**config.mk**
```make
export PLATFORM = sky130hd
export DESIGN_NAME = clock_unit_registers_with_key_lock
export DESIGN_NICKNAME = d
export VERILOG_FILES = /design/src/design/clkreg_pkg.sv /design/src/design/clkreg_ctrl.sv /design/src/design/clkreg_dp.sv /design/src/design/clock_unit_registers_with_key_lock.sv
export SDC_FILE = /design/constraint.sdc
export NUM_CORES = 1
export LEC_CHECK = 0
export BUFFER_PORTS_ARGS = -buffer_cell sky130_fd_sc_hd__clkbuf_2
export CORE_UTILIZATION = 35
export DETAILED_ROUTE_END_ITERATION = 16
export SETUP_SLACK_MARGIN = 0.02
export SLEW_MARGIN = 25
export SYNTH_ARGS = -nofsm -noshare
export SYNTH_HDL_FRONTEND = slang
export SYNTH_SLANG_ARGS = --single-unit
```
**constraint.sdc**
```tcl
create_clock -name clk -period 6.55 [get_ports clk]
set_input_delay 0.655 -clock clk [delete_from_list [all_inputs] [get_ports clk]]
set_output_delay 0.655 -clock clk [all_outputs]
set_load 0.01 [all_outputs]
```
**src/design/clkreg_pkg.sv**
```systemverilog
// Shared types, codes and constants for the clock unit register block.
`default_nettype none

package clkreg_pkg;

  typedef enum logic {
    MODE_READ  = 1'b0,
    MODE_WRITE = 1'b1
  } mode_t;

  typedef struct packed {
    mode_t       mode;
    logic [5:0]  word_index;
    logic [31:0] write_data;
  } access_t;

  typedef struct packed {
    logic [31:0] read_data;
    logic        in_range;
    logic        write_taken;
    logic        write_blocked;
    logic [31:0] main_clock_hz;
    logic        auto_wake;
    logic [31:0] taken_count;
    logic [31:0] blocked_count;
  } result_t;

  typedef enum logic [1:0] {
    ST_IDLE,
    ST_EXEC,
    ST_DECODE
  } state_t;

  typedef struct packed {
    logic capture;
    logic exec;
    logic publish;
  } cmd_t;

  typedef struct packed {
    logic result_busy;
  } status_t;

  localparam logic [5:0] W_GATE0 = 6'd0;
  localparam logic [5:0] W_GATE1 = 6'd1;
  localparam logic [5:0] W_CTRL  = 6'd2;
  localparam logic [5:0] W_PLL   = 6'd3;
  localparam logic [5:0] W_SSCG  = 6'd4;
  localparam logic [5:0] W_OPT   = 6'd5;
  localparam logic [5:0] W_KEY   = 6'd9;

  localparam logic [7:0] KEY_OPEN = 8'h96;

  localparam logic [31:0] RST_GATE0 = 32'h0000_0008;
  localparam logic [31:0] RST_GATE1 = 32'h3f0f_ffff;
  localparam logic [31:0] RST_CTRL  = 32'h0077_0003;
  localparam logic [31:0] RST_PLL   = 32'h0010_1804;
  localparam logic [31:0] RST_SSCG  = 32'h0000_f000;

  localparam logic [1:0] SRC_OSC1 = 2'd1;
  localparam logic [1:0] SRC_PLL  = 2'd3;

  function automatic logic [31:0] reset_word(input logic [5:0] idx);
    logic [31:0] v;
    case (idx)
      W_GATE0: v = RST_GATE0;
      W_GATE1: v = RST_GATE1;
      W_CTRL:  v = RST_CTRL;
      W_PLL:   v = RST_PLL;
      W_SSCG:  v = RST_SSCG;
      default: v = 32'h0;
    endcase
    return v;
  endfunction

  function automatic logic [2:0] osc3_shift(input logic [2:0] code);
    logic [2:0] s;
    case (code)
      3'd0:    s = 3'd0;
      3'd1:    s = 3'd1;
      3'd2:    s = 3'd2;
      3'd3:    s = 3'd3;
      3'd4:    s = 3'd4;
      3'd5:    s = 3'd5;
      default: s = 3'd0;
    endcase
    return s;
  endfunction

endpackage

`default_nettype wire

```
**src/design/clkreg_ctrl.sv**
```systemverilog
// Sequencer for capture, register update and clock decode of one bus word.
`default_nettype none

module clkreg_ctrl
  import clkreg_pkg::*;
(
  input  wire logic    clk,
  input  wire logic    rst,
  input  wire logic    access_valid,
  output logic         access_ready,
  input  wire status_t status,
  output cmd_t         cmd
);

  state_t state;
  state_t state_next;

  always_ff @(posedge clk) begin
    if (rst) begin
      state <= ST_IDLE;
    end else begin
      state <= state_next;
    end
  end

  always_comb begin
    state_next   = state;
    access_ready = 1'b0;
    cmd          = '0;
    case (state)
      ST_IDLE: begin
        access_ready = 1'b1;
        if (access_valid) begin
          cmd.capture = 1'b1;
          state_next  = ST_EXEC;
        end
      end
      ST_EXEC: begin
        cmd.exec   = 1'b1;
        state_next = ST_DECODE;
      end
      ST_DECODE: begin
        if (!status.result_busy) begin
          cmd.publish  = 1'b1;
          access_ready = 1'b1;
          if (access_valid) begin
            cmd.capture = 1'b1;
            state_next  = ST_EXEC;
          end else begin
            state_next = ST_IDLE;
          end
        end
      end
      default: begin
        state_next = ST_IDLE;
      end
    endcase
  end

endmodule

`default_nettype wire

```
**src/design/clkreg_dp.sv**
```systemverilog
// Register file, key lock, write counters, clock decode and result register.
`default_nettype none

module clkreg_dp
  import clkreg_pkg::*;
#(
  parameter int unsigned REG_WORDS    = 16,
  parameter int unsigned OSC3_FREQ_HZ = 48000000,
  parameter int unsigned OSC1_FREQ_HZ = 32768
) (
  input  wire logic    clk,
  input  wire logic    rst,
  input  wire cmd_t    cmd,
  input  wire access_t access,
  output status_t      status,
  output logic         result_valid,
  input  wire logic    result_ready,
  output result_t      result
);

  localparam int unsigned IDX_W = $clog2(REG_WORDS);

  localparam logic [31:0] PLL_BASE [16] = '{
    32'(OSC3_FREQ_HZ / 1), 32'(OSC3_FREQ_HZ / 2), 32'(OSC3_FREQ_HZ / 3),
    32'(OSC3_FREQ_HZ / 4), 32'(OSC3_FREQ_HZ / 5), 32'(OSC3_FREQ_HZ / 6),
    32'(OSC3_FREQ_HZ / 7), 32'(OSC3_FREQ_HZ / 8), 32'(OSC3_FREQ_HZ / 9),
    32'(OSC3_FREQ_HZ / 10), 32'(OSC3_FREQ_HZ / 8), 32'(OSC3_FREQ_HZ / 8),
    32'(OSC3_FREQ_HZ / 8), 32'(OSC3_FREQ_HZ / 8), 32'(OSC3_FREQ_HZ / 8),
    32'(OSC3_FREQ_HZ / 8)
  };

  logic [31:0]          mem [REG_WORDS];
  logic [REG_WORDS-1:0] valid;
  logic [31:0]          mem_q;
  logic                 valid_q;
  access_t              item;

  logic [31:0] ctrl;
  logic [31:0] pll;
  logic [31:0] opt;
  logic [31:0] key;

  logic [31:0] taken_count;
  logic [31:0] blocked_count;
  logic [31:0] rd_hold;
  logic        inr_hold;
  logic        taken_hold;
  logic        blocked_hold;

  logic             acc_in_range;
  logic             inr;
  logic             wr_op;
  logic             take;
  logic             block;
  logic [31:0]      cur;
  logic [IDX_W-1:0] widx;

  logic [1:0]  sel;
  logic [36:0] hz_raw;
  logic [36:0] hz_half;
  logic [4:0]  mul;

  assign acc_in_range = {1'b0, access.word_index} < 7'(REG_WORDS);
  assign inr          = {1'b0, item.word_index} < 7'(REG_WORDS);
  assign wr_op        = item.mode == MODE_WRITE;
  assign take         = inr && wr_op && ((item.word_index == W_KEY) || (key[7:0] == KEY_OPEN));
  assign block        = inr && wr_op && !take;
  assign cur          = valid_q ? mem_q : reset_word(item.word_index);
  assign widx         = item.word_index[IDX_W-1:0];

  assign status.result_busy = result_valid && !result_ready;

  always_ff @(posedge clk) begin
    if (cmd.capture) begin
      item <= access;
      if (acc_in_range) begin
        mem_q   <= mem[access.word_index[IDX_W-1:0]];
        valid_q <= valid[access.word_index[IDX_W-1:0]];
      end
    end
    if (cmd.exec && take) begin
      mem[widx] <= item.write_data;
    end
  end

  always_ff @(posedge clk) begin
    if (rst) begin
      valid         <= '0;
      ctrl          <= RST_CTRL;
      pll           <= RST_PLL;
      opt           <= 32'h0;
      key           <= 32'h0;
      taken_count   <= 32'h0;
      blocked_count <= 32'h0;
    end else if (cmd.exec) begin
      if (take) begin
        valid[widx] <= 1'b1;
        taken_count <= taken_count + 32'd1;
        if (item.word_index == W_CTRL) begin
          ctrl <= item.write_data;
        end
        if (item.word_index == W_PLL) begin
          pll <= item.write_data;
        end
        if (item.word_index == W_OPT) begin
          opt <= item.write_data;
        end
        if (item.word_index == W_KEY) begin
          key <= item.write_data;
        end
      end
      if (block) begin
        blocked_count <= blocked_count + 32'd1;
      end
    end
  end

  always_ff @(posedge clk) begin
    if (cmd.exec) begin
      rd_hold      <= (inr && !wr_op) ? cur : 32'h0;
      inr_hold     <= inr;
      taken_hold   <= take;
      blocked_hold <= block;
    end
  end

  assign sel = ctrl[3:2];
  assign mul = {1'b0, pll[7:4]} + 5'd1;

  always_comb begin
    case (sel)
      SRC_OSC1: begin
        hz_raw = ctrl[0] ? 37'(OSC1_FREQ_HZ) : 37'h0;
      end
      SRC_PLL: begin
        hz_raw = (pll[0] && ctrl[1]) ? 37'(PLL_BASE[ctrl[23:20]]) * 37'(mul) : 37'h0;
      end
      default: begin
        hz_raw = ctrl[1] ? (37'(OSC3_FREQ_HZ) >> osc3_shift(ctrl[10:8])) : 37'h0;
      end
    endcase
    hz_half = ctrl[12] ? (hz_raw >> 1) : hz_raw;
  end

  always_ff @(posedge clk) begin
    if (rst) begin
      result_valid <= 1'b0;
    end else if (cmd.publish) begin
      result_valid <= 1'b1;
    end else if (result_ready) begin
      result_valid <= 1'b0;
    end
  end

  always_ff @(posedge clk) begin
    if (cmd.publish) begin
      result.read_data     <= rd_hold;
      result.in_range      <= inr_hold;
      result.write_taken   <= taken_hold;
      result.write_blocked <= blocked_hold;
      result.main_clock_hz <= hz_half[31:0];
      result.auto_wake     <= ~opt[0];
      result.taken_count   <= taken_count;
      result.blocked_count <= blocked_count;
    end
  end

endmodule

`default_nettype wire

```
**src/design/clock_unit_registers_with_key_lock.sv**
```systemverilog
// Top level of the key-locked clock unit register block.
//
//   channel  | direction | payload   | handshake
//   access   | in        | access_t  | access_valid / access_ready
//   result   | out       | result_t  | result_valid / result_ready
//
// Each word reads the register file memory as it is captured, updates registers
// in the exec state and decodes the main clock through the PLL multiplier in the
// decode state, where a new word can already be taken as the result is published.
// Reset restores the datasheet defaults at once through per-word valid bits.
// A result held on the output stalls the decode cycle until it is taken.
`default_nettype none

module clock_unit_registers_with_key_lock
  import clkreg_pkg::*;
#(
  parameter int unsigned REG_WORDS    = 16,
  parameter int unsigned OSC3_FREQ_HZ = 48000000,
  parameter int unsigned OSC1_FREQ_HZ = 32768
) (
  input  wire logic    clk,
  input  wire logic    rst,
  input  wire logic    access_valid,
  output logic         access_ready,
  input  wire access_t access,
  output logic         result_valid,
  input  wire logic    result_ready,
  output result_t      result
);

  cmd_t    cmd;
  status_t status;

  clkreg_ctrl u_ctrl (
    .clk          (clk),
    .rst          (rst),
    .access_valid (access_valid),
    .access_ready (access_ready),
    .status       (status),
    .cmd          (cmd)
  );

  clkreg_dp #(
    .REG_WORDS    (REG_WORDS),
    .OSC3_FREQ_HZ (OSC3_FREQ_HZ),
    .OSC1_FREQ_HZ (OSC1_FREQ_HZ)
  ) u_dp (
    .clk          (clk),
    .rst          (rst),
    .cmd          (cmd),
    .access       (access),
    .status       (status),
    .result_valid (result_valid),
    .result_ready (result_ready),
    .result       (result)
  );

endmodule

`default_nettype wire

```
==> summary.md, run 1 <==
| Metric | Value |
|---|---|
| Status | finished, violations left |
| Failing checks | design-rule violations |
| Final Cell Area | roughly 42,000 µm² |
| CTS Hold Bufs | 0 |
| Final WL | 87.1 mm |
| P per Cell Area | 271 nW/µm² |
| Crit path time final | roughly 6 ns |
| Final Setup Violations | 0 |
| Depth of the CTS H-tree | 3 |
| Number of core rows | 118 |
| Fraction of registers with async set/reset | 0% |
| Post-synth EDFFs | 751 |
| P&R area growth vs syn | 15.6% |
| Initial DRC count | 1,869 |
| Min-delay worst type | in2reg |
| P_leak | 0.0146 µW |
| Synthesis-stage register bit count | between 800 and 900 |
| Skew final | between 0.03 and 0.04 ns |
| Initial Util | between 30% and 40% |
| Initial antenna violation count | 5 |
| Clk_lat worst skew | around 0.64 ns |
| Cell Area, Placed | 39,200 µm² |
| Met2 Use GR | 26.9% |
| Post-CTS Setup Bufs | 0 |
| Endpoint type of the worst setup path | register |
| Max VDD drop | between 0.15 and 0.2 mV |
| Root buffer cell | clkbuf_16 |
| TritonCTS Buffers | 89 |
| IO Port Bufs | roughly 180 |
| Core area | 103,000 µm² |
| Synth warn | 0 |
| Post-route setup TNS | 0 ns |
| Total Power Consumption | roughly 11,000 µW |
| # fillers | roughly 9,400 |
| Slew headroom | a little over a third |
| Vias in the first global route | between 20,000 and 25,000 |
| Post-Syn Area | 36,500 µm² |
| Critical path class | reg2reg |
| Post-synth top area cell | edfxtp_1 |
| Top Ports | between 150 and 200 |
| Post-synth top flop | edfxtp_1 |
| First-pass GRT wire length | 132 mm |
| TritonCTS clock tree | built |
| MaxCap Viol Count | 0 |
| Chip width | 325 µm |
| Nets | 2,677 |
| Worst EP arrival | between 6 and 7 ns |
| Die H | ~320 µm |
| ANT nets after route | 0 |
| Largest cells by area after synthesis | edfxtp_1 (62%), mux4_2 (10%), dfxtp_1 (6.0%), fa_1 (3.6%), nor2_1 (2.2%) |
| Layout cells sized above 1 | between 20 and 25% |
| GRT met3 Usage | between 3 and 4% |
| Remaining global-route overflow | 0 |
| Synthesized netlist net count | around 2,500 |
| Pin count of the biggest net entering global routing | 86 |
| Worst path required time | 6.92 ns |
| Die ar. | approximately 110,000 µm² |
| Worst Setup Start Kind | register |
| Average wire per standard cell | 22.0 µm |
| Vias | just over 20,000 |
| Max Buffers Root-to-Sink | 3 |
| Post-DP HPWL | around 54 mm |
| Final core occ | between 40% and 50% |
| Worst Tran Pin Value | ~1 ns |
| Register area share after synthesis | 67.8% |
| Max-slew violations | 0 |
| Cts repair resizes | 0 |
| Fin crit share | 92.7% |
| Syn_area_per_cell | around 16 µm² |
| Global route hottest layer | met2 |
| Synth top area share | between 60% and 70% |
| Clock sink total | 860 |
| Drt pass-1 iters | 13 |
| CP max FO | 10 |
| Final Hold Vio Count | 0 |
| Met1 usage | 22.8% |
| Post-synthesis cell count | ~2,300 |
| RSZ-0062 raised after global routing | no |
| RePlAce Congestion | about 0.87 |
| Distinct cells, synth | 75 |
| Clk slew on worst S/H paths | approximately 0.060 ns |
| DR vias/cell | 5.10 |
| Total GRT Usage | between 10% and 20% |
| Drt drc | 3 |
| Fmax | roughly 160 MHz |
==> layout by cell type, fill, tap and decap left out, types with 50 or more instances in the layout <==
cell type and n:
clkbuf_2 172, dfxtp_1 108, a21oi_1 97, inv_1 123, o21ai_0 50, mux4_2 165
edfxtp_1 751, ha_1 63, fa_1 65, nor2_1 202, nand2_1 166, clkbuf_16 92
==> Yosys cell counts, drive strengths merged (3+ instances only) <==
cell type,count
a211o,3
a211oi,3
a21o,7
a21oi,98
a22oi,3
a31oi,5
a32oi,3
a41oi,3
and2,11
and3,21
and4,7
buf,22
clkbuf,82
dfxtp,109
edfxtp,751
fa,65
ha,63
inv,124
mux2i,31
mux4,165
nand2,168
nand2b,18
nand3,34
nand3b,5
nand4,18
nor2,220
nor2b,18
nor3,28
nor3b,4
nor4,7
o211ai,4
o21a,3
o21ai,53
o22ai,5
o31ai,5
o41a,3
or2,16
or3,15
or4b,3
xnor2,27
xor2,49
==> cells by family (layout without fill, tap and decap cells) <==
kind of cell | after synthesis | after routing | synth area share (%)
simple gates | 599 | 599 | 7.69
buf+inv | 230 | 507 | 2.44
xor+xnor | 76 | 76 | 1.82
fa+ha+maj | 128 | 128 | 5.73
compound gates | 212 | 212 | 3.46
other cells | 0 | 3 | 0
mux | 198 | 198 | 11.1
flops | 860 | 860 | 67.8
==> through the flow <==
step / instances / hold WS (ns) / worst slack, ns
2_1_floorplan: 2303 / 0.400 / 1.30
3_3_place_gp: 3792 / 0.408 / 0.612
3_5_place_dp: 3794 / 0.405 / 0.511
4_1_cts: 3959 / 0.154 / 0.476
5_1_grt: 3960 / 0.158 / 0.0332
6_report: 3963 / 0.195 / 0.480
==> final cells by class <==
class / count / area (µm²) / share of cell area, %
Sequential cell: 860 / 24700 / 58.6
Multi-Input combinational cell: 1213 / 11000 / 26.1
Clock buffer: 110 / 2470 / 5.85
Tap cell: 1380 / 1730 / 4.09
Timing Repair Buffer: 216 / 1260 / 2.99
Clock inverter: 55 / 499 / 1.18
Inverter: 126 / 474 / 1.12
Antenna cell: 3 / 7.51 / 0.0178
==> flip-flops by register name (all words and copies together), names as in the netlist <==
register and flops:
u_ctrl.state 2, u_dp.taken_count 32, u_dp.blocked_count 32, u_dp.taken_hold 1, u_dp.result 132, u_dp.pll 5, u_dp.item 38, u_dp.opt 1
u_dp.wr_op 1, u_dp.inr_hold 1, u_dp.result_valid 1, u_dp.rd_hold 32, u_dp.key 8, u_dp.mem_q 32, u_dp.mem 512, u_dp.ctrl 12
u_dp.valid_q 1, u_dp.blocked_hold 1, u_dp.valid 16
==> power breakdown <==
part / internal, µW / leakage [µW] / switching, µW
sequential: 6010 / 0.00768 / 69.7
clock: 2990 / 0.00147 / 2080
combinational: 132 / 0.00548 / 167
total: 9140 / 0.0146 / 2320
==> layer usage <==
metal | vias up | wire, µm
li1 | 9042 | -
met1 | 10400 | 38500
met2 | 690 | 41600
met3 | 121 | 5300
met4 | 2 | 1680
met5 | - | 12
==> critical path, cell delays in order, from the launching register on <==
cell,delay (ns)
dfxtp_1,0.52
inv_1,0.23
ha_1,0.37
a21oi_1,0.07
o21ai_0,0.54
nor2_1,0.13
fa_1,0.54
fa_1,0.57
inv_1,0.06
fa_1,0.52
inv_1,0.04
ha_1,0.39
a21oi_1,0.27
o21ai_0,0.13
a21oi_1,0.25
a31oi_1,0.27
a221oi_1,0.46
nor3b_1,0.09
nor3_1,0.26
o22ai_1,0.10
==> final timing paths <==
path	from	endpoint	slack, ns	cells after the start
worst min register to register	u_dp.rd_hold[24]	u_dp.result[124]	0.41	0
worst max register to register	u_dp.ctrl[21]	u_dp.result[95]	0.48	19
worst max-delay path	u_dp.ctrl[21]	u_dp.result[95]	0.48	19
worst min-delay path	access[29]	u_dp.item[29]	0.20	1
No activity file was read; power rests on OpenSTA's default activity.
==> run 2, diff against run 1 <==
--- a/config.mk
+++ b/config.mk
@@ -7,6 +7,7 @@
 export LEC_CHECK = 0
 export BUFFER_PORTS_ARGS = -buffer_cell sky130_fd_sc_hd__clkbuf_2
 export CORE_UTILIZATION = 35
+export CTS_BUF_LIST = sky130_fd_sc_hd__clkbuf_2
 export DETAILED_ROUTE_END_ITERATION = 16
 export SETUP_SLACK_MARGIN = 0.02
 export SLEW_MARGIN = 25
==> constraint.sdc (replaced) <==
create_clock -name clk -period 6.55 [get_ports clk]
set_input_delay 0.655 -clock clk [delete_from_list [all_inputs] [get_ports clk]]
set_output_delay 0.655 -clock clk [all_outputs]
set_load 0.005 [all_outputs]
==> run 2 against run 1 <==
  * The run now ends clean
  * Worst hold slack improved by 0.068 ns
  * Largest power group unchanged
  * Worst setup slack improved by 0.039 ns
  * Maximum frequency rose by 0.65%
  * First-iteration DRC count fell by 6.6%
  * Power fell by 12%
  * Die area did not move
  * Clock skew rose by 0.13 ns
  * Largest cell class unchanged
  * Routed wire length rose by 1.1%
==> summary.md, run 2 (synthesis results as in run 1) <==
| Metric | Value |
|---|---|
| Worst Tran Pin Value | 0.973 ns (was 0.975 ns) |
| Min-delay worst type | in2reg (unchanged) |
| Initial Util | 35.3% (unchanged) |
| First-pass GRT wire length | 134 mm (was 132 mm) |
| # fillers | 9,619 (was 9,369) |
| Root buffer cell | clkbuf_2 (was clkbuf_16) |
| Clock sink total | 860 (unchanged) |
| Fin crit share | 92.1% (was 92.7%) |
| Final Hold Vio Count | 0 (unchanged) |
| Final WS setup | 0.520 ns (was 0.480 ns) |
| Max VDD drop | 0.114 mV (was 0.172 mV) |
| Depth of the CTS H-tree | 4 (was 3) |
| Top Ports | 177 (unchanged) |
| Slew headroom | 35.0% (was 34.8%) |
| Pre-CTS WS | 0.511 ns (unchanged) |
| Crit-path slowest cell | o21ai_0 (was fa_1) |
| Worst R2R Start | u_dp.ctrl[21] (unchanged) |
| Drt pass-1 iters | 5 (was 13) |
| Fmax | 166 MHz (was 165 MHz) |
| Die H | 325 µm (unchanged) |
| Hold Path Cell Cnt | 3 (was 1) |
| MaxCap Viol Count | 0 (unchanged) |
| RSZ-0062 raised after global routing | no (unchanged) |
| IO Port Bufs | 176 (unchanged) |
| WHS Endpoint | u_dp.mem_q[29] (was u_dp.item[29]) |
| RePlAce Congestion | 0.868 (unchanged) |
| Max Buffers Root-to-Sink | 3 (unchanged) |
| Final Setup Violations | 0 (unchanged) |
| TritonCTS Buffers | 212 (was 89) |
| Total GRT Usage | 16.8% (was 16.5%) |
| Crit path time final | 6.03 ns (was 6.07 ns) |
| Final WL | 88.1 mm (was 87.1 mm) |
| Clk_lat worst skew | 1.49 ns (was 0.64 ns) |
| Status | finished, final reports clean (was finished, violations left) |
| R2r endpoint | u_dp.result[95] (unchanged) |
| Post-DP HPWL | 53.6 mm (unchanged) |
| Largest register FFs | 512 (unchanged) |
| Core area | 103,000 µm² (unchanged) |
| CP max FO | 10 (unchanged) |
| Post-route setup TNS | 0 ns (unchanged) |
| Layout cells sized above 1 | 27.0% (was 22.2%) |
| Nets | 2,879 (was 2,677) |
| Average wire per standard cell | 20.6 µm (was 22.0 µm) |
| Worst Setup Start Kind | register (unchanged) |
| ANT nets after route | 0 (unchanged) |
| CP delay by family, top | adder cells (unchanged) |
| P per Cell Area | 239 nW/µm² (was 271 nW/µm²) |
| Pin count of the biggest net entering global routing | 86 (unchanged) |
| TritonCTS clock tree | built (unchanged) |
| Leading cell type in the layout, fill and taps excluded | edfxtp_1 (unchanged) |
| Worst reg2reg path depth | 19 (unchanged) |
| Worst Hold Launch | access[33] (was access[29]) |
| Drt drc | 0 (was 3) |
| Most flop-heavy register | u_dp.mem (unchanged) |
| Top flop regs | u_dp.mem x512, u_dp.result x132, u_dp.item x38 (unchanged) |
| DR vias/cell | 4.99 (was 5.10) |
| Worst EP arrival | 7.15 ns (was 6.44 ns) |
| Worst path required time | 7.67 ns (was 6.92 ns) |
| Number of core rows | 118 (unchanged) |
| Initial antenna violation count | 4 (was 5) |
| P&R area growth vs syn | 15.3% (was 15.6%) |
| Vias in the first global route | 22,300 (was 21,000) |
| Cell mode on critical path | inv_1 |
| CP peak stage delay | 0.57 ns (about the same) |
| Most frequent cells in the layout | edfxtp_1 (751), clkbuf_2 (491), nor2_1 (202) (was edfxtp_1 (751), nor2_1 (202), clkbuf_2 (172)) |
| Chip width | 325 µm (unchanged) |
| Remaining global-route overflow | 0 (unchanged) |
| Vias | 21,300 (was 20,200) |
| Critical path class | reg2reg (unchanged) |
| Endpoint type of the worst setup path | register (unchanged) |
| Skew final | 0.162 ns (was 0.0306 ns) |
| Buf/Inv on CP | 4 (was 3) |
| R2r setup slk | 0.52 ns (was 0.48 ns) |
| Die ar. | 106,000 µm² (unchanged) |
| Worst path cell trace | inv_1 > ha_1 > inv_1 > o21ai_0 > nor2_1 > fa_1 > fa_1 > inv_1 > fa_1 > inv_1 > ha_1 > a21oi_1 > o21ai_0 > a21oi_1 > a31oi_1 > a221oi_1 > nor3b_1 > nor3_1 > o22ai_1 (was inv_1 > ha_1 > a21oi_1 > o21ai_0 > nor2_1 > fa_1 > fa_1 > inv_1 > fa_1 > inv_1 > ha_1 > a21oi_1 > o21ai_0 > a21oi_1 > a31oi_1 > a221oi_1 > nor3b_1 > nor3_1 > o22ai_1) |
| Max-slew violations | 0 (unchanged) |
| P_leak | 0.0150 µW (was 0.0146 µW) |
| Clk slew on worst S/H paths | 0.10 ns (was 0.06 ns) |
| Initial DRC count | 1,746 (was 1,869) |
==> run 2: metal layers <==
layer  vias to the layer above  track usage [%]  routed length, µm
met3                       126             3.58               5460
met4                         0             5.42               1660
li1                       9614                -                  -
met1                     10800             22.6              38800
met2                       761             27.1              42100
met5                         -                0                  0
==> run 2: area by class of cell <==
type / instances / area, µm² / share of cell area [%]
diodes: 6 / 15.0 / 0.0357
clock buffers: 319 / 1600 / 3.80
clock inverters: 69 / 447 / 1.06
inverters: 126 / 474 / 1.13
multi-input cells: 1213 / 11000 / 26.2
flip-flops and latches: 860 / 24700 / 58.8
well taps: 1380 / 1730 / 4.10
repair buffers: 295 / 2050 / 4.88
==> run 2: stage by stage <==
stage	util [%]	instance area (µm²)	hold WS, ns	instances	total power (µW)
6_report	40.6	42100	0.263	4268	10000
5_1_grt	40.6	42100	0.0689	4268	10500
4_1_cts	40.6	42000	0.00361	4260	10200
3_5_place_dp	37.9	39200	0.405	3794	6500
3_3_place_gp	37.8	39100	0.408	3792	6490
2_1_floorplan	-	36500	0.400	2303	6360
==> run 2: where the power goes <==
group	leakage, µW	internal [µW]	total (µW)	switching, µW
clock	0.00154	1420	3640	2220
sequential	0.00768	6000	6070	70.5
combinational	0.00581	162	330	168
total	0.0150	7580	10000	2460
==> run 2: worst min-delay path: stages <==
cell and delay, ns:
buf_4 0.38, mux4_2 0.33, mux4_2 0.22
==> run 2: worst max-delay path by stage <==
stage             startpoint               to  slack [ns]  cells past startpoint
2_1_floorplan  u_dp.ctrl[22]  u_dp.result[89]        1.30                     20
3_3_place_gp   u_dp.ctrl[21]  u_dp.result[95]        0.61                     19
3_5_place_dp   u_dp.ctrl[21]  u_dp.result[95]        0.51                     19
4_1_cts        u_dp.ctrl[21]  u_dp.result[95]        0.50                     19
5_1_grt        u_dp.ctrl[21]  u_dp.result[95]        0.05                     19
6_report       u_dp.ctrl[21]  u_dp.result[95]        0.52                     19
==> run 2: what timing repair did <==
item                                    4_1_cts  5_1_grt
setup buffers                                 0        0
gates resized for setup                       0        1
hold endpoints to repair                    171        3
endpoints found under the setup margin        0        1
hold buffers                                 78        1
==> run 3, diff against run 2 <==
--- a/config.mk
+++ b/config.mk
@@ -6,9 +6,11 @@
 export NUM_CORES = 1
 export LEC_CHECK = 0
 export BUFFER_PORTS_ARGS = -buffer_cell sky130_fd_sc_hd__clkbuf_2
-export CORE_UTILIZATION = 35
+export CORE_UTILIZATION = 57
 export CTS_BUF_LIST = sky130_fd_sc_hd__clkbuf_2
 export DETAILED_ROUTE_END_ITERATION = 16
+export PLACE_DENSITY = 0.78
+export RECOVER_POWER = 100
 export SETUP_SLACK_MARGIN = 0.02
 export SLEW_MARGIN = 25
 export SYNTH_ARGS = -nofsm -noshare
==> constraint.sdc (replaced) <==
create_clock -name clk -period 6.55 [get_ports clk]
set_input_delay 0.655 -clock clk [delete_from_list [all_inputs] [get_ports clk]]
set_output_delay 0.655 -clock clk [all_outputs]
set_load 0.05 [all_outputs]
==> run 3 against run 2 <==
  * Core utilization up 24 points
  * Die area down 38%
  * The flow now finishes with violations (max-capacitance violations, max-slew violations)
  * Largest cell class unchanged
  * Final cell count down 13%
  * Maximum frequency down 2.7%
  * Routed wire length down 7.3%
  * Via count up 0.82%
  * Critical endpoint is now u_dp.mem[3][7]
  * Combinational power up 17%
  * Count of clock-buffer cells in the layout down 18
  * Flip-flop and latch count unchanged
  * Global-route usage up 8.7 points
  * Worst hold slack better by 0.11 ns
==> summary.md, run 3 (synthesis results as in run 1) <==
| Metric | Value |
|---|---|
| Max-slew violations | 457 (was 0) |
| Crit path time final | 6.20 ns (was 6.03 ns) |
| Pin count of the biggest net entering global routing | 110 (was 86) |
| Most flop-heavy register | u_dp.mem (unchanged) |
| Clk_lat worst skew | 1.38 ns (was 1.49 ns) |
| Remaining global-route overflow | 0 (unchanged) |
| P&R area growth vs syn | 11.7% (was 15.3%) |
| Min-delay worst type | reg2reg (was in2reg) |
| MaxCap Viol Count | 12 (was 0) |
| Endpoint type of the worst setup path | register (unchanged) |
| Final Setup Violations | 0 (unchanged) |
| Failing checks | max-capacitance violations, max-slew violations |
| Top flop regs | u_dp.mem x512, u_dp.result x132, u_dp.item x38 (unchanged) |
| Largest register FFs | 512 (unchanged) |
| Worst EP arrival | 7.17 ns (was 7.15 ns) |
| P per Cell Area | 242 nW/µm² (was 239 nW/µm²) |
| Worst path required time | 7.53 ns (was 7.67 ns) |
| ANT nets after route | 0 (unchanged) |
| Slew headroom | -237% (was 35.0%) |
| Critical path class | reg2reg (unchanged) |
| Vias | 21,500 (was 21,300) |
| Root buffer cell | clkbuf_2 (unchanged) |
| Top Ports | 177 (unchanged) |
| Final WL | 81.6 mm (was 88.1 mm) |
| RSZ-0062 raised after global routing | no (unchanged) |
| Chip width | 255 µm (was 325 µm) |
| DR vias/cell | 5.79 (was 4.99) |
| Cell Area, Placed | 38,500 µm² (was 39,200 µm²) |
| Max VDD drop | 0.213 mV (was 0.114 mV) |
| Vias in the first global route | 21,700 (was 22,300) |
| Nets | 2,864 (was 2,879) |
| Status | finished, violations left (was finished, final reports clean) |
| Skew final | 0.0979 ns (was 0.162 ns) |
| P_leak | 0.0144 µW (was 0.0150 µW) |
| Final core occ | 64.5% (was 40.6%) |
| Drt drc | 0 (unchanged) |
| Final Hold Vio Count | 0 (unchanged) |
| Average wire per standard cell | 22.0 µm (was 20.6 µm) |
| Die ar. | 65,000 µm² (was 106,000 µm²) |
| Post-CTS Setup Bufs | 0 (unchanged) |
| Fmax | 161 MHz (was 166 MHz) |
| Worst Setup Start Kind | register (unchanged) |
| Post-route setup TNS | 0 ns (unchanged) |
| Min Hold Slack | 0.373 ns (was 0.263 ns) |
| Initial antenna violation count | 3 (was 4) |
| Clock sink total | 860 (unchanged) |
| Number of core rows | 92 (was 118) |
| IO Port Bufs | 176 (unchanged) |
| TritonCTS Buffers | 200 (was 212) |
| CP max FO | 37 (was 10) |
| Worst Tran Pin Value | 5.05 ns (was 0.973 ns) |
| Depth of the CTS H-tree | 4 (unchanged) |
| Final Cell Area | 40,800 µm² (was 42,100 µm²) |
| Most frequent cells in the layout | edfxtp_1 (751), clkbuf_2 (346), nor2_1 (210) (was edfxtp_1 (751), clkbuf_2 (491), nor2_1 (202)) |
| Initial Util | 57.8% (was 35.3%) |
| TritonCTS clock tree | built (unchanged) |
| Initial DRC count | 1,922 (was 1,746) |
| Die H | 255 µm (was 325 µm) |
| Layout cells sized above 1 | 20.1% (was 27.0%) |
| Max Buffers Root-to-Sink | 3 (unchanged) |
| Leading cell type in the layout, fill and taps excluded | edfxtp_1 (unchanged) |
| Total Power Consumption | 9860 µW (was 10,000 µW) |
| Drt pass-1 iters | 12 (was 5) |
| Core area | 63,200 µm² (was 103,000 µm²) |
| Total GRT Usage | 25.5% (was 16.8%) |
| Clk slew on worst S/H paths | 0.10 ns (about the same) |
| Fin crit share | 94.6% (was 92.1%) |
| RePlAce Congestion | 0.869 (was 0.868) |
| First-pass GRT wire length | 122 mm (was 134 mm) |
| Post-DP HPWL | 49.7 mm (was 53.6 mm) |
[run 3: worst max-delay path, stage by stage, from the launching register on]
cell	delay (ns)
dfxtp_1	0.37
nor2b_1	0.16
clkbuf_1	1.97
and3_1	0.45
and2_0	0.51
nand3_1	0.41
nor2_1	1.43
buf_4	0.48
[run 3: timing repair]
action,CTS,global route
endpoints found under the hold margin,213,0
resized for setup,0,0
hold buffers,80,0
[run 3: path summary, 6_finish.rpt]
path | startpoint | end | slack (ns) | cells after the start
hold / removal | u_dp.rd_hold[23] | u_dp.result[123] | 0.37 | 0
setup / recovery | u_ctrl.state[0] | u_dp.mem[3][7] | 0.35 | 7
setup reg to reg | u_ctrl.state[0] | u_dp.mem[3][7] | 0.35 | 7
hold reg to reg | u_dp.rd_hold[23] | u_dp.result[123] | 0.37 | 0
[run 3: where the power goes]
group | switching [µW] | internal, µW
Sequential | 69.4 | 6010
Combinational | 217 | 167
Clock | 2050 | 1350
[run 3: per-stage QoR]
stage / setup WS [ns] / std cells
3_3_place_gp: 0.541 / 3256
5_1_grt: 0.0246 / 3709
6_report: 0.354 / 3709
3_5_place_dp: 0.510 / 3257
2_1_floorplan: 1.30 / 2303
4_1_cts: 0.506 / 3704
[run 3: cell type report]
class	count	area, µm²
Tap cell	846	1060
Sequential cell	860	24700
Antenna cell	5	12.5
Clock buffer	301	1510
Multi-Input combinational cell	1213	10900
Fill cell	4574	22400
Timing Repair Buffer	292	1750
Inverter	126	473
Clock inverter	66	357
[run 3: per-layer routing]
| metal | track usage (%) | vias up | wire (µm) |
|---|---|---|---|
| met1 | 33.5 | 10700 | 32500 |
| met3 | 6.57 | 158 | 7220 |
| met4 | 9.46 | 0 | 1990 |
| met2 | 41.3 | 1091 | 39900 |
| met5 | 0 | - | 0 |
| li1 | - | 9567 | - |
